**src/rtl/ogff_pkg.sv**
```systemverilog
package ogff_pkg;

  // Grid limits
  localparam int MAX_COLS      = 1024;
  localparam int MAX_ROWS      = 1024;
  localparam int MAX_FRONTIERS = 8192;

  localparam int COL_W = $clog2(MAX_COLS);          // column index
  localparam int ROW_W = $clog2(MAX_ROWS);          // row index
  localparam int DIM_W = 11;                        // map_rows / map_cols registers
  localparam int IDX_W = $clog2(MAX_FRONTIERS);     // frontier_index field
  localparam int CNT_W = $clog2(MAX_FRONTIERS) + 1; // counter reaching MAX_FRONTIERS

  // Result queue
  localparam int RES_DEPTH = 4;
  localparam int RES_PTR_W = $clog2(RES_DEPTH);
  localparam int RES_CNT_W = $clog2(RES_DEPTH) + 1;

  // Configuration register indexes
  localparam logic [0:0] REG_MAP_ROWS = 1'b0;
  localparam logic [0:0] REG_MAP_COLS = 1'b1;

  // Input word action codes
  localparam logic ACT_CELL  = 1'b0;
  localparam logic ACT_FLUSH = 1'b1;

  typedef enum logic [1:0] {
    CLS_OTHER   = 2'd0,
    CLS_FREE    = 2'd1,
    CLS_UNKNOWN = 2'd2
  } cls_e;

  typedef struct packed {
    logic [COL_W-1:0] frontier_x;
    logic [ROW_W-1:0] frontier_y;
    logic [IDX_W-1:0] frontier_index;
  } res_t;

  function automatic cls_e classify(logic signed [7:0] v);
    cls_e r;
    if (v == -8'sd1) begin
      r = CLS_UNKNOWN;
    end else if (v == 8'sd0) begin
      r = CLS_FREE;
    end else begin
      r = CLS_OTHER;
    end
    return r;
  endfunction

  // Zero counts as one, anything above the limit counts as the limit.
  function automatic logic [DIM_W-1:0] clamp_dim(logic [DIM_W-1:0] v,
                                                 logic [DIM_W-1:0] maxv);
    logic [DIM_W-1:0] r;
    if (v == '0) begin
      r = DIM_W'(1);
    end else if (v > maxv) begin
      r = maxv;
    end else begin
      r = v;
    end
    return r;
  endfunction

endpackage

```
**src/rtl/ogff_if.sv**
```systemverilog


interface ogff_out_if;
  logic                       valid;
  logic                       ready;
  logic [ogff_pkg::COL_W-1:0] frontier_x;
  logic [ogff_pkg::ROW_W-1:0] frontier_y;
  logic [ogff_pkg::IDX_W-1:0] frontier_index;
  modport source (output valid, output frontier_x, output frontier_y,
                  output frontier_index, input ready);
  modport sink   (input valid, input frontier_x, input frontier_y,
                  input frontier_index, output ready);
endinterface

```
**src/rtl/ogff_res_fifo.sv**
```systemverilog
module ogff_res_fifo (
  input  logic                          clk_i,
  input  logic                          rst_ni,
  input  logic                          push_i,
  input  ogff_pkg::res_t                data_i,
  output logic [ogff_pkg::RES_CNT_W-1:0] count_o,
  ogff_out_if.source                    res_o
);
  import ogff_pkg::*;

  res_t                 mem_q [RES_DEPTH];
  logic [RES_PTR_W-1:0] wr_ptr_q, wr_ptr_d;
  logic [RES_PTR_W-1:0] rd_ptr_q, rd_ptr_d;
  logic [RES_CNT_W-1:0] cnt_q, cnt_d;
  logic                 pop;

  assign pop     = res_o.valid && res_o.ready;
  assign count_o = cnt_q;

  assign res_o.valid          = (cnt_q != '0);
  assign res_o.frontier_x     = mem_q[rd_ptr_q].frontier_x;
  assign res_o.frontier_y     = mem_q[rd_ptr_q].frontier_y;
  assign res_o.frontier_index = mem_q[rd_ptr_q].frontier_index;

  always_comb begin
    wr_ptr_d = push_i ? wr_ptr_q + RES_PTR_W'(1) : wr_ptr_q;
    rd_ptr_d = pop ? rd_ptr_q + RES_PTR_W'(1) : rd_ptr_q;
    cnt_d    = cnt_q + RES_CNT_W'(push_i) - RES_CNT_W'(pop);
  end

  always_ff @(posedge clk_i or negedge rst_ni) begin
    if (!rst_ni) begin
      wr_ptr_q <= '0;
      rd_ptr_q <= '0;
      cnt_q    <= '0;
    end else begin
      wr_ptr_q <= wr_ptr_d;
      rd_ptr_q <= rd_ptr_d;
      cnt_q    <= cnt_d;
    end
  end

  always_ff @(posedge clk_i) begin
    if (push_i) begin
      mem_q[wr_ptr_q] <= data_i;
    end
  end

endmodule

```
**src/flat_wrapper.sv**
```systemverilog
// flat-port wrapper written by rule: the top's interface ports become plain ports
module ogff_res_fifo_flat import ogff_pkg::*;
  (clk_i, rst_ni, push_i, data_i, count_o, res_o_valid, res_o_frontier_x, res_o_frontier_y, res_o_frontier_index, res_o_ready);
  ogff_out_if res_o_i ();
  input  logic clk_i;
  input  logic rst_ni;
  input  logic push_i;
  input  ogff_pkg::res_t data_i;
  output logic [ogff_pkg::RES_CNT_W-1:0] count_o;
  output wire logic [$bits(res_o_i.valid)-1:0] res_o_valid;
  output wire logic [$bits(res_o_i.frontier_x)-1:0] res_o_frontier_x;
  output wire logic [$bits(res_o_i.frontier_y)-1:0] res_o_frontier_y;
  output wire logic [$bits(res_o_i.frontier_index)-1:0] res_o_frontier_index;
  input wire logic [$bits(res_o_i.ready)-1:0] res_o_ready;
  assign res_o_valid = res_o_i.valid;
  assign res_o_frontier_x = res_o_i.frontier_x;
  assign res_o_frontier_y = res_o_i.frontier_y;
  assign res_o_frontier_index = res_o_i.frontier_index;
  assign res_o_i.ready = res_o_ready;
  ogff_res_fifo u_core (.clk_i(clk_i), .rst_ni(rst_ni), .push_i(push_i), .data_i(data_i), .count_o(count_o), .res_o(res_o_i));
endmodule
```
**config.mk**
```make
export PLATFORM = sky130hd
export DESIGN_NAME = ogff_res_fifo_flat
export DESIGN_NICKNAME = d
export VERILOG_FILES = /design/src/rtl/ogff_pkg.sv /design/src/rtl/ogff_if.sv /design/src/rtl/ogff_res_fifo.sv /design/src/flat_wrapper.sv
export SDC_FILE = /design/constraint.sdc
export NUM_CORES = 1
export LEC_CHECK = 0
export BUFFER_PORTS_ARGS = -buffer_cell sky130_fd_sc_hd__buf_2
export CAP_MARGIN = 40
export CORE_UTILIZATION = 50
export CTS_CLUSTER_SIZE = 14
export DETAILED_ROUTE_END_ITERATION = 8
export PLACE_DENSITY = 0.73
export SLEW_MARGIN = 25
export SYNTH_ARGS = -nofsm -noshare
export SYNTH_HDL_FRONTEND = slang
export SYNTH_SLANG_ARGS = --single-unit
```
**constraint.sdc**
```tcl
create_clock -name clk_i -period 2.25 [get_ports clk_i]
set_input_delay 0.1125 -clock clk_i [delete_from_list [all_inputs] [get_ports clk_i]]
set_output_delay 0.1125 -clock clk_i [all_outputs]
set_load 0.05 [all_outputs]
```
Yosys cells after proc, flatten, opt, wreduce, memory -nomap -nowiden
Memory sizes are Yosys's and may differ from the RTL's.
Index checks and enable logic that the tools add are counted.

storage, ports and cells
  memories kept = 1
  input bits = 37
  word-level logic and storage cells = 12
  output and inout port bits = 37
  memory bits (writable) = 132
  bits in registers = 7

cells by class
  add/subtract/negate cells = 4
  reductions and logical operators = 2
  mux-type cells = 2

memory list
  name          depth  bits a word  rd ports  clocked after Yosys merged registers in  wr ports  RTL line             RTL
  u_core.mem_q  4      33           1         0                                        1         ogff_res_fifo.sv:11  res_t mem_q [RES_DEPTH];

operators with widths
  kind                                          count
  adder 2 x 1 -> 2 bit (second input constant)  2
  adder 3 x 1 -> 3 bit                          1
  nonzero test 3 bit                            1
  subtractor 3 x 1 -> 3 bit                     1
  two-way mux 1 bit                             2
  logical AND 1 bit                             1

Logic depth before layout (Yosys ltp)
  word-level depth = 3
  depth in mapped cells = 7
  mapped depth without buffers = 7

Least setup slack after synthesis
No wires, ideal clock.

  kind = register to register
  start point = register u_core.cnt_q[1] (netlist: u_core.count_o[1])
  end point = register u_core.cnt_q[2] (netlist: u_core.count_o[2])
  buffers on the path = 0
  setup slack = 0.050 ns
  period minus slack after synthesis = 2.200 ns
  data arrival time = 2.076 ns
  library setup time = 0.124 ns
  stages on the path, launching flop included = 8
  required time = 2.126 ns
  cells stage by stage = dfrtp_1 -> o31a_1 -> ha_1 -> inv_1 -> ha_1 -> fa_1 -> xnor2_1 -> xnor2_1

between the ends
  cells in the longest elaborated chain, start to end = 3
  elaborated cells between the ends (all ways) = 4
  those cells by class = add/sub (2); reduce/logical (2)

ends and longest elaborated chain
  item                       RTL line             RTL
  from (decl)                ogff_res_fifo.sv:14  logic [RES_CNT_W-1:0] cnt_q, cnt_d;
  from (signal assigned)     ogff_res_fifo.sv:39  cnt_q <= cnt_d;
  nonzero test 3 bit         ogff_res_fifo.sv:20  assign res_o.valid = (cnt_q != '0);
  logical AND 1 bit          ogff_res_fifo.sv:17  assign pop = res_o.valid && res_o.ready;
  named net u_core.pop       ogff_res_fifo.sv:15  logic pop;
  subtractor 3 x 1 -> 3 bit  ogff_res_fifo.sv:28  cnt_d = cnt_q + RES_CNT_W'(push_i) - RES_CNT_W'(pop);
  named net u_core.cnt_d[2]  ogff_res_fifo.sv:14

The timed path passes the listed nets, and every way through them passes these cells.
A chain may end at the register's enable or synchronous reset.

Worst setup path in the final report
  start point = register u_core.rd_ptr_q[1]
  end point = output res_o_frontier_index[12]

between the ends
  cells in the longest elaborated chain, start to end = 1

ends and longest elaborated chain
  item                      RTL line             RTL
  from (decl)               ogff_res_fifo.sv:13  logic [RES_PTR_W-1:0] rd_ptr_q, rd_ptr_d;
  from (signal assigned)    ogff_res_fifo.sv:38  rd_ptr_q <= rd_ptr_d;
  memory read (4 x 33 bit)  --
  to (decl)                 flat_wrapper.sv:13   output wire logic [$bits(res_o_i.frontier_index)-1:0] res_o_frontier_index;

No other way between the ends.

==> out/qor.csv <==
stage,metric,value,unit
status,status,finished clean,
pwr,leakage,0.002386,uW
pwr,power.density,1448,mW/mm^2
placed_design,place.gp.congestion,0.6955,
pwr,ir_worst_vdd,0.9307,mV
route,via_per_inst,5.207,
critical_path,worstSetupPathType,reg -> out,
final_layout,nFillCells,670,
synth,ys_seq_area_share,79.42,%
cts,max-clock-path-buffers,2,
cts,cts.sinks,139,
route,drt_iter0_drc,112,
route,vias,2520,
placed_design,place_hpwl,5.385,mm
sta,grt_setup_unrepaired,no,
route,wl_per_cell,18.44,um
synth,syn-cell-area,0.005211,mm^2
synth,synthCells,207,
critical_path,cp.required,2140,ps
route,ant_nets,0,
critical_path,critPathMaxFanout,19,
final_layout,fin_util,66.86,%
final_layout,diodes,0,
sta,drv_slew,0,
floorplan,core_area,0.009955,mm^2
flow_run,maxCapViolations,0,
sta,period_minus_slack,2192,ps
route,remaining_drc_errors,0,
cts,clkTransAtPathRegs,60,ps
critical_path,worstReg2RegEnd,u_core.count_o[2]$_DFF_PN0_,
final_layout,nets,382,
floorplan,die_h,104.1,um
sta,hold_violations,0,
route,met1_length,3.883,mm
sta,fmax,0.4563,GHz
floorplan,die_area,0.01083,mm^2
placed_design,numPortBuffers,73,
synth,syn-num-nets,251,
global_routing,grt_max_degree,24,
global_routing,grt_pass1_wl,14.10,mm
cts,cts-htree-levels,4,
floorplan,start_util,52.35,%
route,highest_layer,met4,
cts,cts_buffers,17,
sta,worst_slew_pin_slew,498.4,ps
critical_path,critPathMaxStageDelay,680,ps
hold_path,hold_start,data_i[31],
critical_path,crit_path_end_kind,output pin,
global_routing,gr-total-overflow,0,
synth,synth_cell_types,18,
cts,insertion_delay,510,ps
hold_path,min_to,u_core.mem_q[3][31]$_DFFE_PP_,
critical_path,startpoint_type,flip-flop,
cts,cts_tree,yes,
critical_path,rr_startpoint,u_core.count_o[1]$_DFF_PN0_,
critical_path,worstPathArrival,2080,ps
hold_path,hp-class,in -> reg,
route,wirelength,8.927,mm
global_routing,grt_pass1_vias,2649,
route,first_pass_iters,4,
synth,synth_seq_cells,139,
route,wl_met2,4.544,mm
global_routing,antenna_found_initial,0,
hold_path,worstHoldPathCells,2,
sta,slew_headroom,66.77,%
floorplan,pin_count,74,
sta,setup_tns,0,ps
synth,yosys_warnings,0,
global_routing,grt.total_usage,18.01,%
critical_path,cp_cell_sequence,"buf_4, mux4_2, buf_2",
final_layout,syn_to_final_growth,27.71,%
cts,cts_resized,0,
route,met3WireLength,394,um
final_layout,drive_gt1_share,39.60,%
cts,root_buffer,clkbuf_8,
critical_path,worst-r2r-cell-count,7,
sta,setup_viol,0,
synth,avgSynthCellArea,25.18,um^2
critical_path,slowest_stage,dfrtp_2,
sta,period_share,97.40,%
sta,clock_skew,9.940,ps
floorplan,dieWidth,104.1,um
floorplan,rows,36,
critical_path,r2r_slack,140,ps
==> flip-flops by register name, indices dropped and copies added, names as in the netlist <==
register,cells
u_core.rd_ptr_q,2
u_core.wr_ptr_q,2
u_core.mem_q,132
u_core.count_o,3
==> cells by family (layout without fill, tap and decap cells) <==
logic type	count (synthesis)	count (layout)	share of synthesized area [%]
compound gates	3	3	0.4321
xor+xnor	5	5	0.8405
fa+ha+maj	7	7	1.825
buf+inv	14	158	2.185
flops	139	139	79.42
mux	33	33	14.62
simple gates	6	6	0.6722
==> Yosys cell counts <==
cell type	count	area (um^2)
buf_6	1	11.26
or3_1	1	6.260
o31a_1	1	8.760
edfxtp_1	132	3964
xor2_1	2	17.52
dfrtp_1	7	175.2
buf_12	3	60.06
nand2_1	1	3.750
xnor2_1	3	26.28
inv_1	6	22.52
and2_1	4	25.02
o21ai_0	1	5.000
mux4_1	5	131.4
buf_2	4	20.02
o311ai_0	1	8.760
fa_1	1	20.02
mux4_2	28	630.6
ha_1	6	75.07
==> per-stage QoR <==
stage | total power, uW | instances | cell area, um^2 | hold WS (ps) | setup slack (ps)
2_1_floorplan | 6567 | 207 | 5211 | -183.1 | 49.76
3_3_place_gp | 7307 | 414 | 5789 | -49.31 | 291.4
3_5_place_dp | 7372 | 414 | 5789 | -40.11 | 177.4
4_1_cts | 9732 | 484 | 6655 | 331.9 | 67.06
5_1_grt | 10030 | 484 | 6655 | 345.1 | 4.289
6_report | 9635 | 484 | 6655 | 351.5 | 58.45
==> final cells by class <==
cell class,count,area [um^2],area share (%)
clock buffer,28,465.4,6.994
clock inverter,4,22.52,0.3384
inverter,6,22.52,0.3384
multi-input combinational,54,963.4,14.48
sequential,139,4141,62.23
tap,133,166.4,2.500
timing repair buffer,120,873.3,13.12
==> critical path, delay by kind of cell, from the launching register on <==
family                 cells  cell delay [ps]
flip-flops                 1              680
buffers and inverters      2              530
multiplexers               1              360
==> power breakdown <==
group | leakage (uW) | internal, uW | total (uW) | switching, uW
clock | 0.000235 | 1380 | 2290 | 914
combinational | 0.000858 | 1220 | 3710 | 2490
sequential | 0.00129 | 3400 | 3630 | 230
total | 0.00239 | 6000 | 9640 | 3640
==> how the worst max path moves through the flow <==
| stage | from | to | slack [ps] | depth (start not counted) |
|---|---|---|---|---|
| floorplan | u_core.count_o[1]$_DFF_PN0_ | u_core.count_o[2]$_DFF_PN0_ | 50 | 7 |
| global placement | u_core.count_o[1]$_DFF_PN0_ | u_core.count_o[2]$_DFF_PN0_ | 290 | 7 |
| detailed placement | u_core.count_o[1]$_DFF_PN0_ | u_core.count_o[2]$_DFF_PN0_ | 180 | 7 |
| CTS | u_core.rd_ptr_q[1]$_DFFE_PN0P_ | res_o_frontier_index[12] | 70 | 3 |
| global route | u_core.rd_ptr_q[1]$_DFFE_PN0P_ | res_o_frontier_index[12] | 4 | 3 |
| finish | u_core.rd_ptr_q[1]$_DFFE_PN0P_ | res_o_frontier_index[12] | 60 | 3 |
==> per-layer routing <==
| metal | track usage (%) | vias up |
|---|---|---|
| met5 | 0 | - |
| met4 | 6.429 | 0 |
| met3 | 4.887 | 12 |
| met2 | 29.48 | 80 |
| met1 | 23.38 | 1289 |
| li1 | - | 1139 |
==> layout by cell type, fill, tap and decap left out <==
cell type,count
clkinvlp_4,1
mux4_1,5
clkbuf_1,10
dfrtp_2,2
clkbuf_8,2
fa_1,1
buf_12,5
o311ai_0,1
mux4_2,28
and2_2,4
or3_1,1
buf_4,5
nand2_1,1
dlygate4sd3_1,37
edfxtp_1,132
dfrtp_1,5
clkinv_2,3
clkbuf_16,16
xnor2_1,3
buf_2,73
inv_1,6
ha_1,6
xor2_1,2
o31a_1,1
o21ai_0,1
==> timing repair <==
action | CTS | global route
buffers inserted | 1 | 0
endpoints found under the setup margin | 4 | 0
endpoints found under the hold margin | 144 | 0
hold buffers | 37 | 0
(Power assumes the default switching activity.)
